**config.mk**
```make
export PLATFORM = sky130hd
export DESIGN_NAME = doubly_linked_list_manager
export DESIGN_NICKNAME = d
export VERILOG_FILES = /design/src/dllm_pkg.sv /design/src/doubly_linked_list_manager.sv /design/src/dllm_ram.sv /design/src/dllm_ctrl.sv /design/src/dllm_datapath.sv
export VERILOG_INCLUDE_DIRS = /design/src /design/src/src
export SDC_FILE = /design/constraint.sdc
export NUM_CORES = 1
export LEC_CHECK = 0
export ABC_AREA = 1
export BUFFER_PORTS_ARGS = -buffer_cell sky130_fd_sc_hd__buf_2
export CORE_MARGIN = 3
export CORE_UTILIZATION = 47
export CTS_BUF_LIST = sky130_fd_sc_hd__clkbuf_2
export DETAILED_ROUTE_END_ITERATION = 6
export GPL_TIMING_DRIVEN = 0
export PLACE_DENSITY = 0.62
export SYNTH_ARGS = -nofsm -noshare
export SYNTH_HDL_FRONTEND = slang
export SYNTH_SLANG_ARGS = --single-unit
```
**constraint.sdc**
```tcl
create_clock -name clk -period 3.5 [get_ports clk]
set_clock_uncertainty 0.15 [all_clocks]
set_input_delay 0.35 -clock clk [delete_from_list [all_inputs] [get_ports clk]]
set_output_delay 0.35 -clock clk [all_outputs]
set_load 0.02 [all_outputs]
```
**src/doubly_linked_list_manager_assert.svh**
```systemverilog
// ----------------------------------------------------------------------------
// Doubly linked list manager assertion macros
// Concurrent assertion wrappers that compile away when SYNTHESIS is defined.
// ----------------------------------------------------------------------------
`ifndef DOUBLY_LINKED_LIST_MANAGER_ASSERT_SVH
`define DOUBLY_LINKED_LIST_MANAGER_ASSERT_SVH
`ifndef SYNTHESIS
`define DLLM_ASSERT(lbl, clk, rst, prop, msg) \
  lbl: assert property (@(posedge clk) disable iff (rst) prop) \
    else $error(msg);
`define DLLM_ASSERT_NEXT(lbl, clk, rst, ante, cons, msg) \
  lbl: assert property (@(posedge clk) disable iff (rst) (ante) |=> (cons)) \
    else $error(msg);
`else
`define DLLM_ASSERT(lbl, clk, rst, prop, msg)
`define DLLM_ASSERT_NEXT(lbl, clk, rst, ante, cons, msg)
`endif
`endif

```
**src/dllm_pkg.sv**
```systemverilog
// ----------------------------------------------------------------------------
// Doubly linked list manager package
// Shared constants, operation and status codes, item and control types.
// ----------------------------------------------------------------------------
`default_nettype none

package dllm_pkg;

  localparam int NODES_DEF = 64;
  localparam int NODE_W    = 6;

  typedef logic [NODE_W-1:0] node_t;

  typedef enum logic [2:0] {
    FN_ADD_HEAD   = 3'd0,
    FN_ADD_TAIL   = 3'd1,
    FN_ADD_AFTER  = 3'd2,
    FN_ADD_BEFORE = 3'd3,
    FN_REMOVE     = 3'd4,
    FN_POP_HEAD   = 3'd5,
    FN_POP_TAIL   = 3'd6,
    FN_QUERY      = 3'd7
  } func_t;

  typedef enum logic [1:0] {
    ST_OK      = 2'd0,
    ST_EMPTY   = 2'd1,
    ST_LINKED  = 2'd2,
    ST_INVALID = 2'd3
  } status_t;

  typedef struct packed {
    func_t func;
    node_t node;
    node_t ref_node;
  } req_t;

  typedef struct packed {
    node_t   result_node;
    status_t status;
    logic    list_empty;
    logic    node_linked;
  } rsp_t;

  typedef struct packed {
    logic clr;
    logic accept;
    logic rd2;
    logic wr1;
    logic wr2;
  } ctrl_cmd_t;

  typedef struct packed {
    logic clr_last;
  } ctrl_stat_t;

endpackage

`default_nettype wire

```
**src/doubly_linked_list_manager.sv**
```systemverilog
// Sequencing: an item accepted in idle steps through the RD2, WR1 and WR2
// states, and its result is strobed on done as the controller returns to idle.
// No new item is taken until then, because of the two dependent reads and the
// two writes each item makes through the one write port of each link memory.
// Reset: after rst falls, busy stays high for NODES cycles while both link
// memories are swept so that every node points to itself.
// ----------------------------------------------------------------------------
// Doubly linked list manager
// Circular doubly linked list over a fixed node pool with node 0 as anchor.
// ----------------------------------------------------------------------------
`default_nettype none

module doubly_linked_list_manager #(
  parameter int NODES = dllm_pkg::NODES_DEF
) (
  input  wire logic           clk,
  input  wire logic           rst,
  input  wire logic           start,
  output logic                busy,
  input  wire dllm_pkg::req_t req,
  output logic                done,
  output dllm_pkg::rsp_t      rsp
);

  dllm_pkg::ctrl_cmd_t  cmd;
  dllm_pkg::ctrl_stat_t stat;

  dllm_ctrl u_ctrl (
    .clk   (clk),
    .rst   (rst),
    .start (start),
    .busy  (busy),
    .done  (done),
    .cmd   (cmd),
    .stat  (stat)
  );

  dllm_datapath #(.NODES(NODES)) u_datapath (
    .clk  (clk),
    .rst  (rst),
    .cmd  (cmd),
    .stat (stat),
    .req  (req),
    .rsp  (rsp)
  );

endmodule

`default_nettype wire

```
**src/dllm_ram.sv**
```systemverilog
// ----------------------------------------------------------------------------
// Generic link RAM
// One write port, one read port with registered read data.
// ----------------------------------------------------------------------------
`default_nettype none

module dllm_ram #(
  parameter int WIDTH = dllm_pkg::NODE_W,
  parameter int DEPTH = dllm_pkg::NODES_DEF
) (
  input  wire logic                     clk,
  input  wire logic                     we,
  input  wire logic [$clog2(DEPTH)-1:0] waddr,
  input  wire logic [WIDTH-1:0]         wdata,
  input  wire logic [$clog2(DEPTH)-1:0] raddr,
  output logic      [WIDTH-1:0]         rdata
);

  logic [WIDTH-1:0] mem [DEPTH];

  always_ff @(posedge clk) begin
    if (we) begin
      mem[waddr] <= wdata;
    end
    rdata <= mem[raddr];
  end

endmodule

`default_nettype wire

```
**src/dllm_ctrl.sv**
```systemverilog
// ----------------------------------------------------------------------------
// Doubly linked list manager controller
// Sequences the clearing pass and the read, read, write, write steps of an item.
// ----------------------------------------------------------------------------
`default_nettype none

`include "doubly_linked_list_manager_assert.svh"

module dllm_ctrl (
  input  wire logic                 clk,
  input  wire logic                 rst,
  input  wire logic                 start,
  output logic                      busy,
  output logic                      done,
  output dllm_pkg::ctrl_cmd_t       cmd,
  input  wire dllm_pkg::ctrl_stat_t stat
);

  typedef enum logic [2:0] {
    S_CLEAR,
    S_IDLE,
    S_RD2,
    S_WR1,
    S_WR2
  } state_t;

  state_t state;

  always_ff @(posedge clk) begin
    if (rst) begin
      state <= S_CLEAR;
      done  <= 1'b0;
    end else begin
      done <= 1'b0;
      case (state)
        S_CLEAR: begin
          if (stat.clr_last) begin
            state <= S_IDLE;
          end
        end
        S_IDLE: begin
          if (start) begin
            state <= S_RD2;
          end
        end
        S_RD2: begin
          state <= S_WR1;
        end
        S_WR1: begin
          state <= S_WR2;
        end
        S_WR2: begin
          state <= S_IDLE;
          done  <= 1'b1;
        end
        default: begin
          state <= S_IDLE;
        end
      endcase
    end
  end

  assign busy = (state != S_IDLE);

  always_comb begin
    cmd        = '0;
    cmd.clr    = (state == S_CLEAR);
    cmd.accept = (state == S_IDLE) && start;
    cmd.rd2    = (state == S_RD2);
    cmd.wr1    = (state == S_WR1);
    cmd.wr2    = (state == S_WR2);
  end

  `DLLM_ASSERT(a_accept_done, clk, rst, (state == S_IDLE && start) |-> ##4 done, "item not answered")
  `DLLM_ASSERT(a_done_idle, clk, rst, done |-> !busy, "result strobe while busy")
  `DLLM_ASSERT_NEXT(a_clear_ends, clk, rst, state == S_CLEAR && stat.clr_last, state == S_IDLE, "clear pass did not end")

endmodule

`default_nettype wire

```
**src/dllm_datapath.sv**
```systemverilog
// ----------------------------------------------------------------------------
// Doubly linked list manager datapath
// Link memories, address selection, operation decode and link rewrites.
// ----------------------------------------------------------------------------
`default_nettype none

`include "doubly_linked_list_manager_assert.svh"

module dllm_datapath #(
  parameter int NODES = dllm_pkg::NODES_DEF
) (
  input  wire logic                clk,
  input  wire logic                rst,
  input  wire dllm_pkg::ctrl_cmd_t cmd,
  output dllm_pkg::ctrl_stat_t     stat,
  input  wire dllm_pkg::req_t      req,
  output dllm_pkg::rsp_t           rsp
);

  localparam int IDX_W = $clog2(NODES);

  typedef logic [IDX_W-1:0] idx_t;

  localparam idx_t LAST_IDX = idx_t'(NODES - 1);

  function automatic logic in_range(dllm_pkg::node_t v);
    return 32'(v) < NODES;
  endfunction

  function automatic idx_t to_idx(dllm_pkg::node_t v);
    return in_range(v) ? idx_t'(v) : '0;
  endfunction

  idx_t           clr_cnt;
  dllm_pkg::req_t req_q;
  idx_t           d1n;
  idx_t           d1p;
  logic           empty_q;
  dllm_pkg::rsp_t rsp_q;

  logic w2_en;
  idx_t w2n_addr;
  idx_t w2n_data;
  idx_t w2p_addr;
  idx_t w2p_data;

  logic next_we;
  idx_t next_waddr;
  idx_t next_wdata;
  idx_t next_raddr;
  idx_t next_q;
  logic prev_we;
  idx_t prev_waddr;
  idx_t prev_wdata;
  idx_t prev_raddr;
  idx_t prev_q;

  dllm_ram #(.WIDTH(IDX_W), .DEPTH(NODES)) u_next_ram (
    .clk   (clk),
    .we    (next_we),
    .waddr (next_waddr),
    .wdata (next_wdata),
    .raddr (next_raddr),
    .rdata (next_q)
  );

  dllm_ram #(.WIDTH(IDX_W), .DEPTH(NODES)) u_prev_ram (
    .clk   (clk),
    .we    (prev_we),
    .waddr (prev_waddr),
    .wdata (prev_wdata),
    .raddr (prev_raddr),
    .rdata (prev_q)
  );

  // Read addresses: the first read is issued from the input ports in the
  // accept cycle, the second from the latched item and the first read data.
  logic is_pop_in;
  logic is_pop_q;
  idx_t pop_r;

  always_comb begin
    is_pop_in = (req.func == dllm_pkg::FN_POP_HEAD) || (req.func == dllm_pkg::FN_POP_TAIL);
    is_pop_q  = (req_q.func == dllm_pkg::FN_POP_HEAD) || (req_q.func == dllm_pkg::FN_POP_TAIL);
    pop_r     = (req_q.func == dllm_pkg::FN_POP_HEAD) ? next_q : prev_q;
    if (cmd.rd2) begin
      if (is_pop_q) begin
        next_raddr = pop_r;
        prev_raddr = pop_r;
      end else begin
        next_raddr = (req_q.func == dllm_pkg::FN_ADD_HEAD) ? '0 : to_idx(req_q.ref_node);
        prev_raddr = '0;
      end
    end else begin
      next_raddr = is_pop_in ? '0 : to_idx(req.node);
      if (is_pop_in || req.func == dllm_pkg::FN_ADD_TAIL) begin
        prev_raddr = '0;
      end else if (req.func == dllm_pkg::FN_ADD_BEFORE) begin
        prev_raddr = to_idx(req.ref_node);
      end else begin
        prev_raddr = to_idx(req.node);
      end
    end
  end

  // Decode of the item once both reads are back.
  logic              q_ok;
  idx_t              qn_idx;
  idx_t              qr_idx;
  logic              lnk_n;
  logic              ref_bad;
  idx_t              add_a;
  idx_t              add_b;
  idx_t              a;
  idx_t              b;
  idx_t              tgt;
  logic              do_splice;
  logic              do_unlink;
  logic              empty_nx;
  logic              linked;
  dllm_pkg::status_t st;
  dllm_pkg::node_t   res;

  always_comb begin
    q_ok    = (req_q.node != '0) && in_range(req_q.node);
    qn_idx  = to_idx(req_q.node);
    qr_idx  = to_idx(req_q.ref_node);
    lnk_n   = (d1n != qn_idx);
    ref_bad = !in_range(req_q.ref_node) ||
              ((req_q.ref_node != '0) && (next_q == qr_idx));
    case (req_q.func)
      dllm_pkg::FN_ADD_HEAD: begin
        add_a = '0;
        add_b = next_q;
      end
      dllm_pkg::FN_ADD_TAIL: begin
        add_a = d1p;
        add_b = '0;
      end
      dllm_pkg::FN_ADD_AFTER: begin
        add_a = qr_idx;
        add_b = next_q;
      end
      default: begin
        add_a = d1p;
        add_b = qr_idx;
      end
    endcase

    st        = dllm_pkg::ST_OK;
    res       = req_q.node;
    linked    = 1'b0;
    empty_nx  = empty_q;
    do_splice = 1'b0;
    do_unlink = 1'b0;
    a         = '0;
    b         = '0;
    tgt       = qn_idx;
    case (req_q.func)
      dllm_pkg::FN_ADD_HEAD, dllm_pkg::FN_ADD_TAIL,
      dllm_pkg::FN_ADD_AFTER, dllm_pkg::FN_ADD_BEFORE: begin
        if (!q_ok) begin
          st = dllm_pkg::ST_INVALID;
        end else if (lnk_n) begin
          st     = dllm_pkg::ST_LINKED;
          linked = 1'b1;
        end else if (ref_bad && (req_q.func == dllm_pkg::FN_ADD_AFTER ||
                                 req_q.func == dllm_pkg::FN_ADD_BEFORE)) begin
          st = dllm_pkg::ST_INVALID;
        end else begin
          do_splice = 1'b1;
          linked    = 1'b1;
          empty_nx  = 1'b0;
          a         = add_a;
          b         = add_b;
        end
      end
      dllm_pkg::FN_REMOVE: begin
        if (!q_ok) begin
          st = dllm_pkg::ST_INVALID;
        end else if (lnk_n) begin
          do_unlink = 1'b1;
          a         = d1p;
          b         = d1n;
          empty_nx  = (d1p == '0) && (d1n == '0);
        end
      end
      dllm_pkg::FN_POP_HEAD, dllm_pkg::FN_POP_TAIL: begin
        if (d1n == '0) begin
          res = '0;
          st  = dllm_pkg::ST_EMPTY;
        end else begin
          // The second read returned the links of the popped node.
          tgt       = (req_q.func == dllm_pkg::FN_POP_HEAD) ? d1n : d1p;
          res       = dllm_pkg::node_t'(tgt);
          do_unlink = 1'b1;
          a         = prev_q;
          b         = next_q;
          empty_nx  = (prev_q == '0) && (next_q == '0);
        end
      end
      default: begin
        if (!in_range(req_q.node)) begin
          st = dllm_pkg::ST_INVALID;
        end
        linked = q_ok && lnk_n;
      end
    endcase
  end

  // Write port selection: clearing pass, then the two rewrite steps.
  always_comb begin
    next_we    = 1'b0;
    next_waddr = '0;
    next_wdata = '0;
    prev_we    = 1'b0;
    prev_waddr = '0;
    prev_wdata = '0;
    if (cmd.clr) begin
      next_we    = 1'b1;
      next_waddr = clr_cnt;
      next_wdata = clr_cnt;
      prev_we    = 1'b1;
      prev_waddr = clr_cnt;
      prev_wdata = clr_cnt;
    end else if (cmd.wr1) begin
      next_we    = do_splice || do_unlink;
      next_waddr = a;
      next_wdata = do_splice ? tgt : b;
      prev_we    = do_splice || do_unlink;
      prev_waddr = do_splice ? tgt : b;
      prev_wdata = a;
    end else if (cmd.wr2) begin
      next_we    = w2_en;
      next_waddr = w2n_addr;
      next_wdata = w2n_data;
      prev_we    = w2_en;
      prev_waddr = w2p_addr;
      prev_wdata = w2p_data;
    end
  end

  always_ff @(posedge clk) begin
    if (rst) begin
      clr_cnt <= '0;
      empty_q <= 1'b1;
      w2_en   <= 1'b0;
      rsp_q   <= '0;
    end else begin
      if (cmd.clr) begin
        clr_cnt <= clr_cnt + 1'b1;
      end
      if (cmd.wr1) begin
        w2_en    <= do_splice || do_unlink;
        empty_q  <= empty_nx;
        rsp_q    <= '{result_node: res, status: st, list_empty: empty_nx,
                      node_linked: linked};
      end
    end
  end

  always_ff @(posedge clk) begin
    if (cmd.accept) begin
      req_q <= req;
    end
    if (cmd.rd2) begin
      d1n <= next_q;
      d1p <= prev_q;
    end
    if (cmd.wr1) begin
      w2n_addr <= tgt;
      w2n_data <= do_splice ? b : tgt;
      w2p_addr <= do_splice ? b : tgt;
      w2p_data <= tgt;
    end
  end

  assign stat.clr_last = (clr_cnt == LAST_IDX);
  assign rsp           = rsp_q;

  `DLLM_ASSERT(a_linked_not_empty, clk, rst, rsp_q.node_linked |-> !rsp_q.list_empty, "linked node in empty list")
  `DLLM_ASSERT(a_empty_status, clk, rst, (rsp_q.status == dllm_pkg::ST_EMPTY) |-> (rsp_q.result_node == '0 && rsp_q.list_empty), "empty status without empty list")
  `DLLM_ASSERT_NEXT(a_clr_step, clk, rst, cmd.clr && !stat.clr_last, clr_cnt == $past(clr_cnt) + 1'b1, "clear counter skipped")

endmodule

`default_nettype wire
```
* Yosys cells after proc, flatten, opt, wreduce, memory -nomap -nowiden *
Memories as Yosys holds them, arrays and structs flattened. A register that Yosys moved wholly into a read port is not among the register bits.
Cells that the tools add are included.

storage, ports and cells
  register bits = 61
  RAM bits = 768
  input bits = 18
  output and inout bits = 12
  word-level logic and storage cells = 134
  memories = 2

memory list
  memory                     depth  width  rd ports  clocked after memory_dff  wr ports  line            RTL
  u_datapath.u_next_ram.mem  64     6      1         1                         1         dllm_ram.sv:19  logic [WIDTH-1:0] mem [DEPTH];
  u_datapath.u_prev_ram.mem  64     6      1         1                         1         dllm_ram.sv:19

operators by class
  add/subtract/negate cells = 1
  equality and inequality tests = 20
  muxes and demuxes = 71
  reductions and logical operators = 24

operators by type and width
  cell                                                                      number
  6-bit two-way mux                                                         34
  6-bit case mux with 3 select lines                                        2
  6-bit logical NOT                                                         4
  6-bit case mux with 2 select lines                                        2
  1-bit two-way mux                                                         22
  3-bit == test (second input constant)                                     6
  3-bit by 2-bit == test with 1-bit output (second input constant)          5
  3-bit case mux with 4 select lines                                        1
  6-bit nonzero test                                                        2
  3-bit by 1-bit == test with 1-bit output (second input constant)          3
  2-bit two-way mux                                                         4
  6-bit by 1-bit adder with 6-bit output (second input constant)            1
  6-bit == test                                                             1
  6-bit == test (second input constant)                                     1
  1-bit logical AND                                                         6
  3-bit logical NOT                                                         2
  3-bit two-way mux                                                         2
  6-bit inequality test                                                     1
  2-bit case mux with 3 select lines                                        1
  1-bit logical OR                                                          5
  1-bit case mux with 2 select lines                                        2
  2-bit OR reduction                                                        2
  4-bit OR reduction                                                        1
  3-bit by 1-bit inequality test with 1-bit output (second input constant)  1
  5 further kinds                                                           5

* Longest topological paths before layout *
  depth in word-level cells = 12
  depth in mapped cells = 18
  depth with buffers taken out = 17

* By module *
Synthesis repeated with hierarchy kept, for this count alone.

unflattened totals
  cells, all modules = 3302
  area, all modules = 35743.0 um2

by module, submodules not included
  module                             instances  cells an instance  area each (um2)  sequential area each (um2)
  dllm_ram at u_datapath.u_prev_ram  1          1376               15930.3          11651.2
  dllm_ram at u_datapath.u_next_ram  1          1377               15921.5          11651.2
  dllm_datapath                      1          517                3676.0           1531.5
  dllm_ctrl                          1          32                 215.2            80.1

* Worst setup path before layout *
Ideal clock, no wire load.

  kind = register to register
  start = register u_datapath.req_q[13] in the netlist's numbering
  end = memory u_datapath.u_prev_ram.mem[10][0] in the netlist's numbering, enable pin
  setup time = 0.350 ns
  arrival time = 2.707 ns
  required time = 3.000 ns
  path slack = 0.293 ns
  stages on the path, launching flop included = 15
  buffers on the path = 1
  clock period less this slack = 3.207 ns
  cells stage by stage = edfxtp_1 > nor2_2 > nor2_8 > nand2_4 > inv_4 > buf_6 > nand2_1 > nand2_1 > inv_2 > nand2_1 > nand2_1 > nand3_2 > nor2_2 > nand2_1 > nor2_1

on the way
  elaborated cells on any way between the ends = 33
  those cells by class = eq/ne: 6; mux: 20; reduce/logical: 7

RTL lines
  what                                                                            line                                                              RTL
  from (decl)                                                                     dllm_datapath.sv:35                                               dllm_pkg::req_t req_q;
  from (signal assigned)                                                          dllm_datapath.sv:264                                              req_q <= req;
  3-bit by 2-bit == test with 1-bit output, or another cell as far along          dllm_datapath.sv:131, dllm_datapath.sv:159, dllm_datapath.sv:167
  2-bit OR reduction (no source line) / 1-bit logical OR (equally long branches)  n/a
  6-bit case mux with 2 select lines / 1-bit logical AND (equally long branches)  dllm_datapath.sv:131, dllm_datapath.sv:167
  6-bit two-way mux / 1-bit two-way mux (equally long branches)                   dllm_datapath.sv:167                                              end else if (ref_bad && (req_q.func == dllm_pkg::FN_ADD_AFTER ||
  6-bit two-way mux / 1-bit two-way mux (equally long branches)                   dllm_datapath.sv:164                                              end else if (lnk_n) begin
  6-bit two-way mux / 1-bit two-way mux (equally long branches)                   dllm_datapath.sv:162                                              if (!q_ok) begin
  6-bit case mux with 3 select lines / 1-bit two-way mux (equally long branches)  dllm_datapath.sv:159                                              case (req_q.func)
  6-bit two-way mux (*) (2 in series)                                             n/a
  6-bit two-way mux (*)                                                           dllm_datapath.sv:219                                              if (cmd.clr) begin
  net u_datapath.next_wdata[4]                                                    dllm_datapath.sv:49                                               idx_t next_wdata;
  to (decl)                                                                       dllm_ram.sv:19

Mark *: on every way through the listed nets, which the timed path passes. The rest lies on a longest branch.

* Worst setup path after layout *
  start = register u_datapath.req_q[12] in the netlist's numbering
  end = memory u_datapath.u_prev_ram.mem[34][4] in the netlist's numbering, enable pin

on the way
  elaborated cells on any way between the ends = 33
  those cells by class = eq/ne: 6; mux: 20; reduce/logical: 7

RTL lines
  what                                 line                                        RTL
  3-bit == test                        dllm_datapath.sv:159, dllm_datapath.sv:194
  6-bit two-way mux                    dllm_datapath.sv:194                        tgt = (req_q.func == dllm_pkg::FN_POP_HEAD) ? d1n : d1p;
  6-bit two-way mux                    dllm_datapath.sv:189                        if (d1n == '0) begin
  6-bit two-way mux (*)                dllm_datapath.sv:159
  net u_datapath.tgt[2]                dllm_datapath.sv:116                        idx_t tgt;
  6-bit two-way mux (*) (2 in series)  n/a
  6-bit two-way mux (*)                dllm_datapath.sv:219
  net u_datapath.next_wdata[2]         dllm_datapath.sv:49

Marks and branches as above.

==> key figures <==
Outcome
  • Status: completed

Timing
  • WHS: ~180 ps
  • Worst setup slack after layout: just over 70 ps
  • Slew HR: 0.2685
  • Worst Tran Pin Value: 1096 ps
  • Fin crit period: about 3400 ps
  • Final Hold Violating Endpoints: 0
  • Final period utilization: 0.9797
  • Max-slew violations: 0
  • Fmax: about 0.29 GHz
  • RSZ-0062 raised after global routing: true
  • Setup violators final: 0

Critical path
  • Crit Reg-Reg Startpoint: u_datapath.req_q[12]
  • R2R Setup Slk: approximately 70 ps
  • Crit-path max FO: 9
  • Reg-to-reg endpoint: u_datapath.u_prev_ram.mem[34][4]
  • Critical Path RT: 4400 ps
  • Crit path from: u_datapath.req_q[12]
  • R2R depth: 15
  • Crit path DAT: 4330 ps
  • Setup crit end: u_datapath.u_prev_ram.mem[34][4]
  • Crit-path slowest cell: edfxtp_1
  • Worst setup path class: flip-flop to flip-flop
  • Critical path capture point type: flip-flop
  • Largest stage delay, worst path: about 500 ps
  • Startpoint types: flip-flop
  • Cells along the critical path: buf_4, nor2_4, nor2_8, nand2_4, inv_4, nand3_2, nand2_2, nand4_1, nand2_1, nand2_4, nand3_4, buf_4, and2b_4, nand2_8, nor2_4

Floorplan
  • CORE AREA: 80,680 µm²
  • IO Count: 30
  • Initial Util: 0.4747
  • Cell Rows: between 100 and 150
  • DIE WIDTH: about 290 µm
  • Die height: 291.4 µm
  • Die area: between 80,000 and 90,000 µm²

Synthesis
  • Post-Syn Area: 38,290 µm²
  • Synthesis-stage register bit count: 841
  • Yosys warnings: 0
  • Ys flop type: edfxtp_1
  • Top cell type's share of synthesized area: 0.6328
  • Post-synth top area cell: edfxtp_1
  • Post-synthesis cell type count: between 40 and 50
  • Synth async-reset ratio: 0
  • Seq/Total Area, Yosys: 0.6506
  • Post-synth EDFFs: 807
  • Syn nets: 3,692
  • Cells after synthesis: roughly 3,700
  • Synth area leaders: edfxtp_1 (63%), nand3_1 (9.8%), nand2_1 (7.7%)
  • Post-synth top cells: edfxtp_1 (807), nand2_1 (782), nand3_1 (749)
  • Most frequent cell after synthesis: edfxtp_1
  • Synth Area per Inst: between 10 and 15 µm²

Placement
  • Placed inst area: approximately 40,000 µm²
  • Gp weighted congestion: about 0.94
  • Post-DP HPWL: between 70,000 and 80,000 µm
  • IO buf count: 29
  • Setup Slack @ Placement: -1264 ps

Power
  • Leak: 0.01835 µW
  • Worst vdd ir: ~0.3 mV
  • PwrDens: about 450 nW/µm²

Job
  • Max cap viols: 0

Min path
  • Hold Path Class: primary input to flip-flop

CTS
  • Clk sinks: 841
  • Root Driver: clkbuf_2
  • TritonCTS clock tree: yes
  • CTS max path bufs: 3
  • Num CTS Buffers: around 220
  • Clk_lat worst skew: 1460 ps
  • H-tree levels: 4
  • Clock Pin Slew Worst Setup and Hold Paths: ~100 ps

Route
  • Antenna viol nets, final: 0
  • Via/cell ratio: approximately 5.5
  • DRC viols: 0
  • Via count: 29,410
  • First-pass iteration count of the detailed router: 6
  • WL/cell: between 20 and 25 µm
  • Starting DRT DRC Count: approximately 3,300
  • Post-Route WL: roughly 120,000 µm

Cells and area
  • Filler cell count: about 7,000
  • Final #Nets: between 4,000 and 5,000
  • Final Instance Area: 44,970 µm²
  • Final Util: 0.5575
  • Area added between synthesis and finish: 17.44%
  • Layout cell share with drive strength beyond 1: 0.2023

Global routing
  • Initial antenna violation count: 4
  • Largest net degree at the start of global routing: 65
  • Gr ovfl total: 0
  • Tot GR Track Use: 0.2804
  • Vias in the first global route: 28,080
  • First-pass GRT wire length: 175,500 µm
-- critical path, delay by kind of cell (launching register included) --
family	cells	cell delay, ps
simple gates	12	1840
buf+inv	3	510
flops	1	500
-- cells in the final DEF (no fill, tap or decap), drive strengths merged, types with 2 or more instances in the layout --
cell / instances
diode: 7
bufbuf: 2
o21ai: 57
o22ai: 11
nand4: 19
clkinv: 66
dfxtp: 34
dlygate4sd3: 49
nand2: 802
nor3: 7
a31o: 2
o211ai: 13
nand3: 785
edfxtp: 807
a31oi: 9
a21oi: 11
mux2: 3
nor4: 6
xor2: 4
bufinv: 5
nand3b: 229
clkinvlp: 2
a22oi: 3
clkbuf: 384
inv: 497
nor2: 177
buf: 246
-- state kept, by name, indices dropped and copies added (netlist names) --
name                         count
u_ctrl.done                      1
u_ctrl.state                     3
u_datapath.clr_cnt               6
u_datapath.d1n                   6
u_datapath.d1p                   6
u_datapath.empty_q               1
u_datapath.qn_idx                6
u_datapath.qr_idx                6
u_datapath.req_q                 3
u_datapath.rsp                  10
u_datapath.u_next_ram.mem      384
u_datapath.u_next_ram.rdata      6
u_datapath.u_prev_ram.mem      384
u_datapath.u_prev_ram.rdata      6
u_datapath.w2_en                 1
u_datapath.w2n_addr              6
u_datapath.w2n_data              6
-- metrics by stage --
stage          power [µW]  std cells  setup TNS (ps)
2_1_floorplan       12570       3673               0
3_3_place_gp        13380       4762        -1680110
3_5_place_dp        13400       4771         -490380
4_1_cts             20420       5266          -40.57
5_1_grt             21250       5302          -193.4
6_report            20460       5303               0
-- cell families (layout without fill, tap and decap cells) --
family,after synthesis,count (layout),synth area share
other,0,7,0
adder cells (fa/ha/maj),1,1,0.0003267
buffers and inverters,699,1251,0.07463
AO/OA/AOI/OAI,110,110,0.01673
multiplexers,3,3,0.0008821
flip-flops,841,841,0.6506
AND/OR/NAND/NOR,2015,2026,0.2559
XOR/XNOR,4,4,0.0009148
-- layout make-up --
type,count,area (µm²),share of cell area
well taps,1060,1326,0.02949
clock buffers,315,1577,0.03505
inverters,497,1894,0.04212
multi-input cells,2144,12030,0.2674
plain buffers,202,1022,0.02273
repair buffers,164,1740,0.03870
diodes,7,17.52,0.0003895
flip-flops and latches,841,24910,0.5540
clock inverters,73,456.7,0.01015
-- routing by layer --
layer | wire [µm] | vias up | GRT usage | part of all wire
met3 | 12750 | 300 | 0.06600 | 0.11
li1 | - | 13510 | - | -
met2 | 54460 | 1591 | 0.4331 | 0.45
met5 | 0 | - | 0 | 0
met1 | 48590 | 14010 | 0.3763 | 0.40
met4 | 5547 | 0 | 0.1324 | 0.046
-- power by group --
| part | internal, µW | leakage (µW) | switching, µW | total, µW |
|---|---|---|---|---|
| clock | 2820 | 0.00152 | 4100 | 6920 |
| sequential | 11100 | 0.00810 | 72.9 | 11200 |
| combinational | 682 | 0.00872 | 1700 | 2380 |
-- how the worst min path moves through the flow --
stage / start / end / cells past startpoint
global placement: u_datapath.empty_q / u_datapath.empty_q / 2
global route: rst / u_datapath.rsp[0] / 6
detailed placement: u_datapath.rsp[3] / u_datapath.rsp[3] / 2
floorplan: u_datapath.empty_q / u_datapath.empty_q / 2
CTS: rst / u_datapath.rsp[9] / 6
finish: rst / u_datapath.rsp[9] / 6
-- repair_timing --
action / 4_1_cts / 5_1_grt
gates resized for setup: 285 / 77
endpoints found under the setup margin: 770 / 792
hold buffers: 49 / 0
pin swaps: 26 / 23
setup buffers: 45 / 27
hold endpoints to repair: 64 / 0
gates cloned: 13 / 3
No activity file was read; power rests on OpenSTA's default activity.
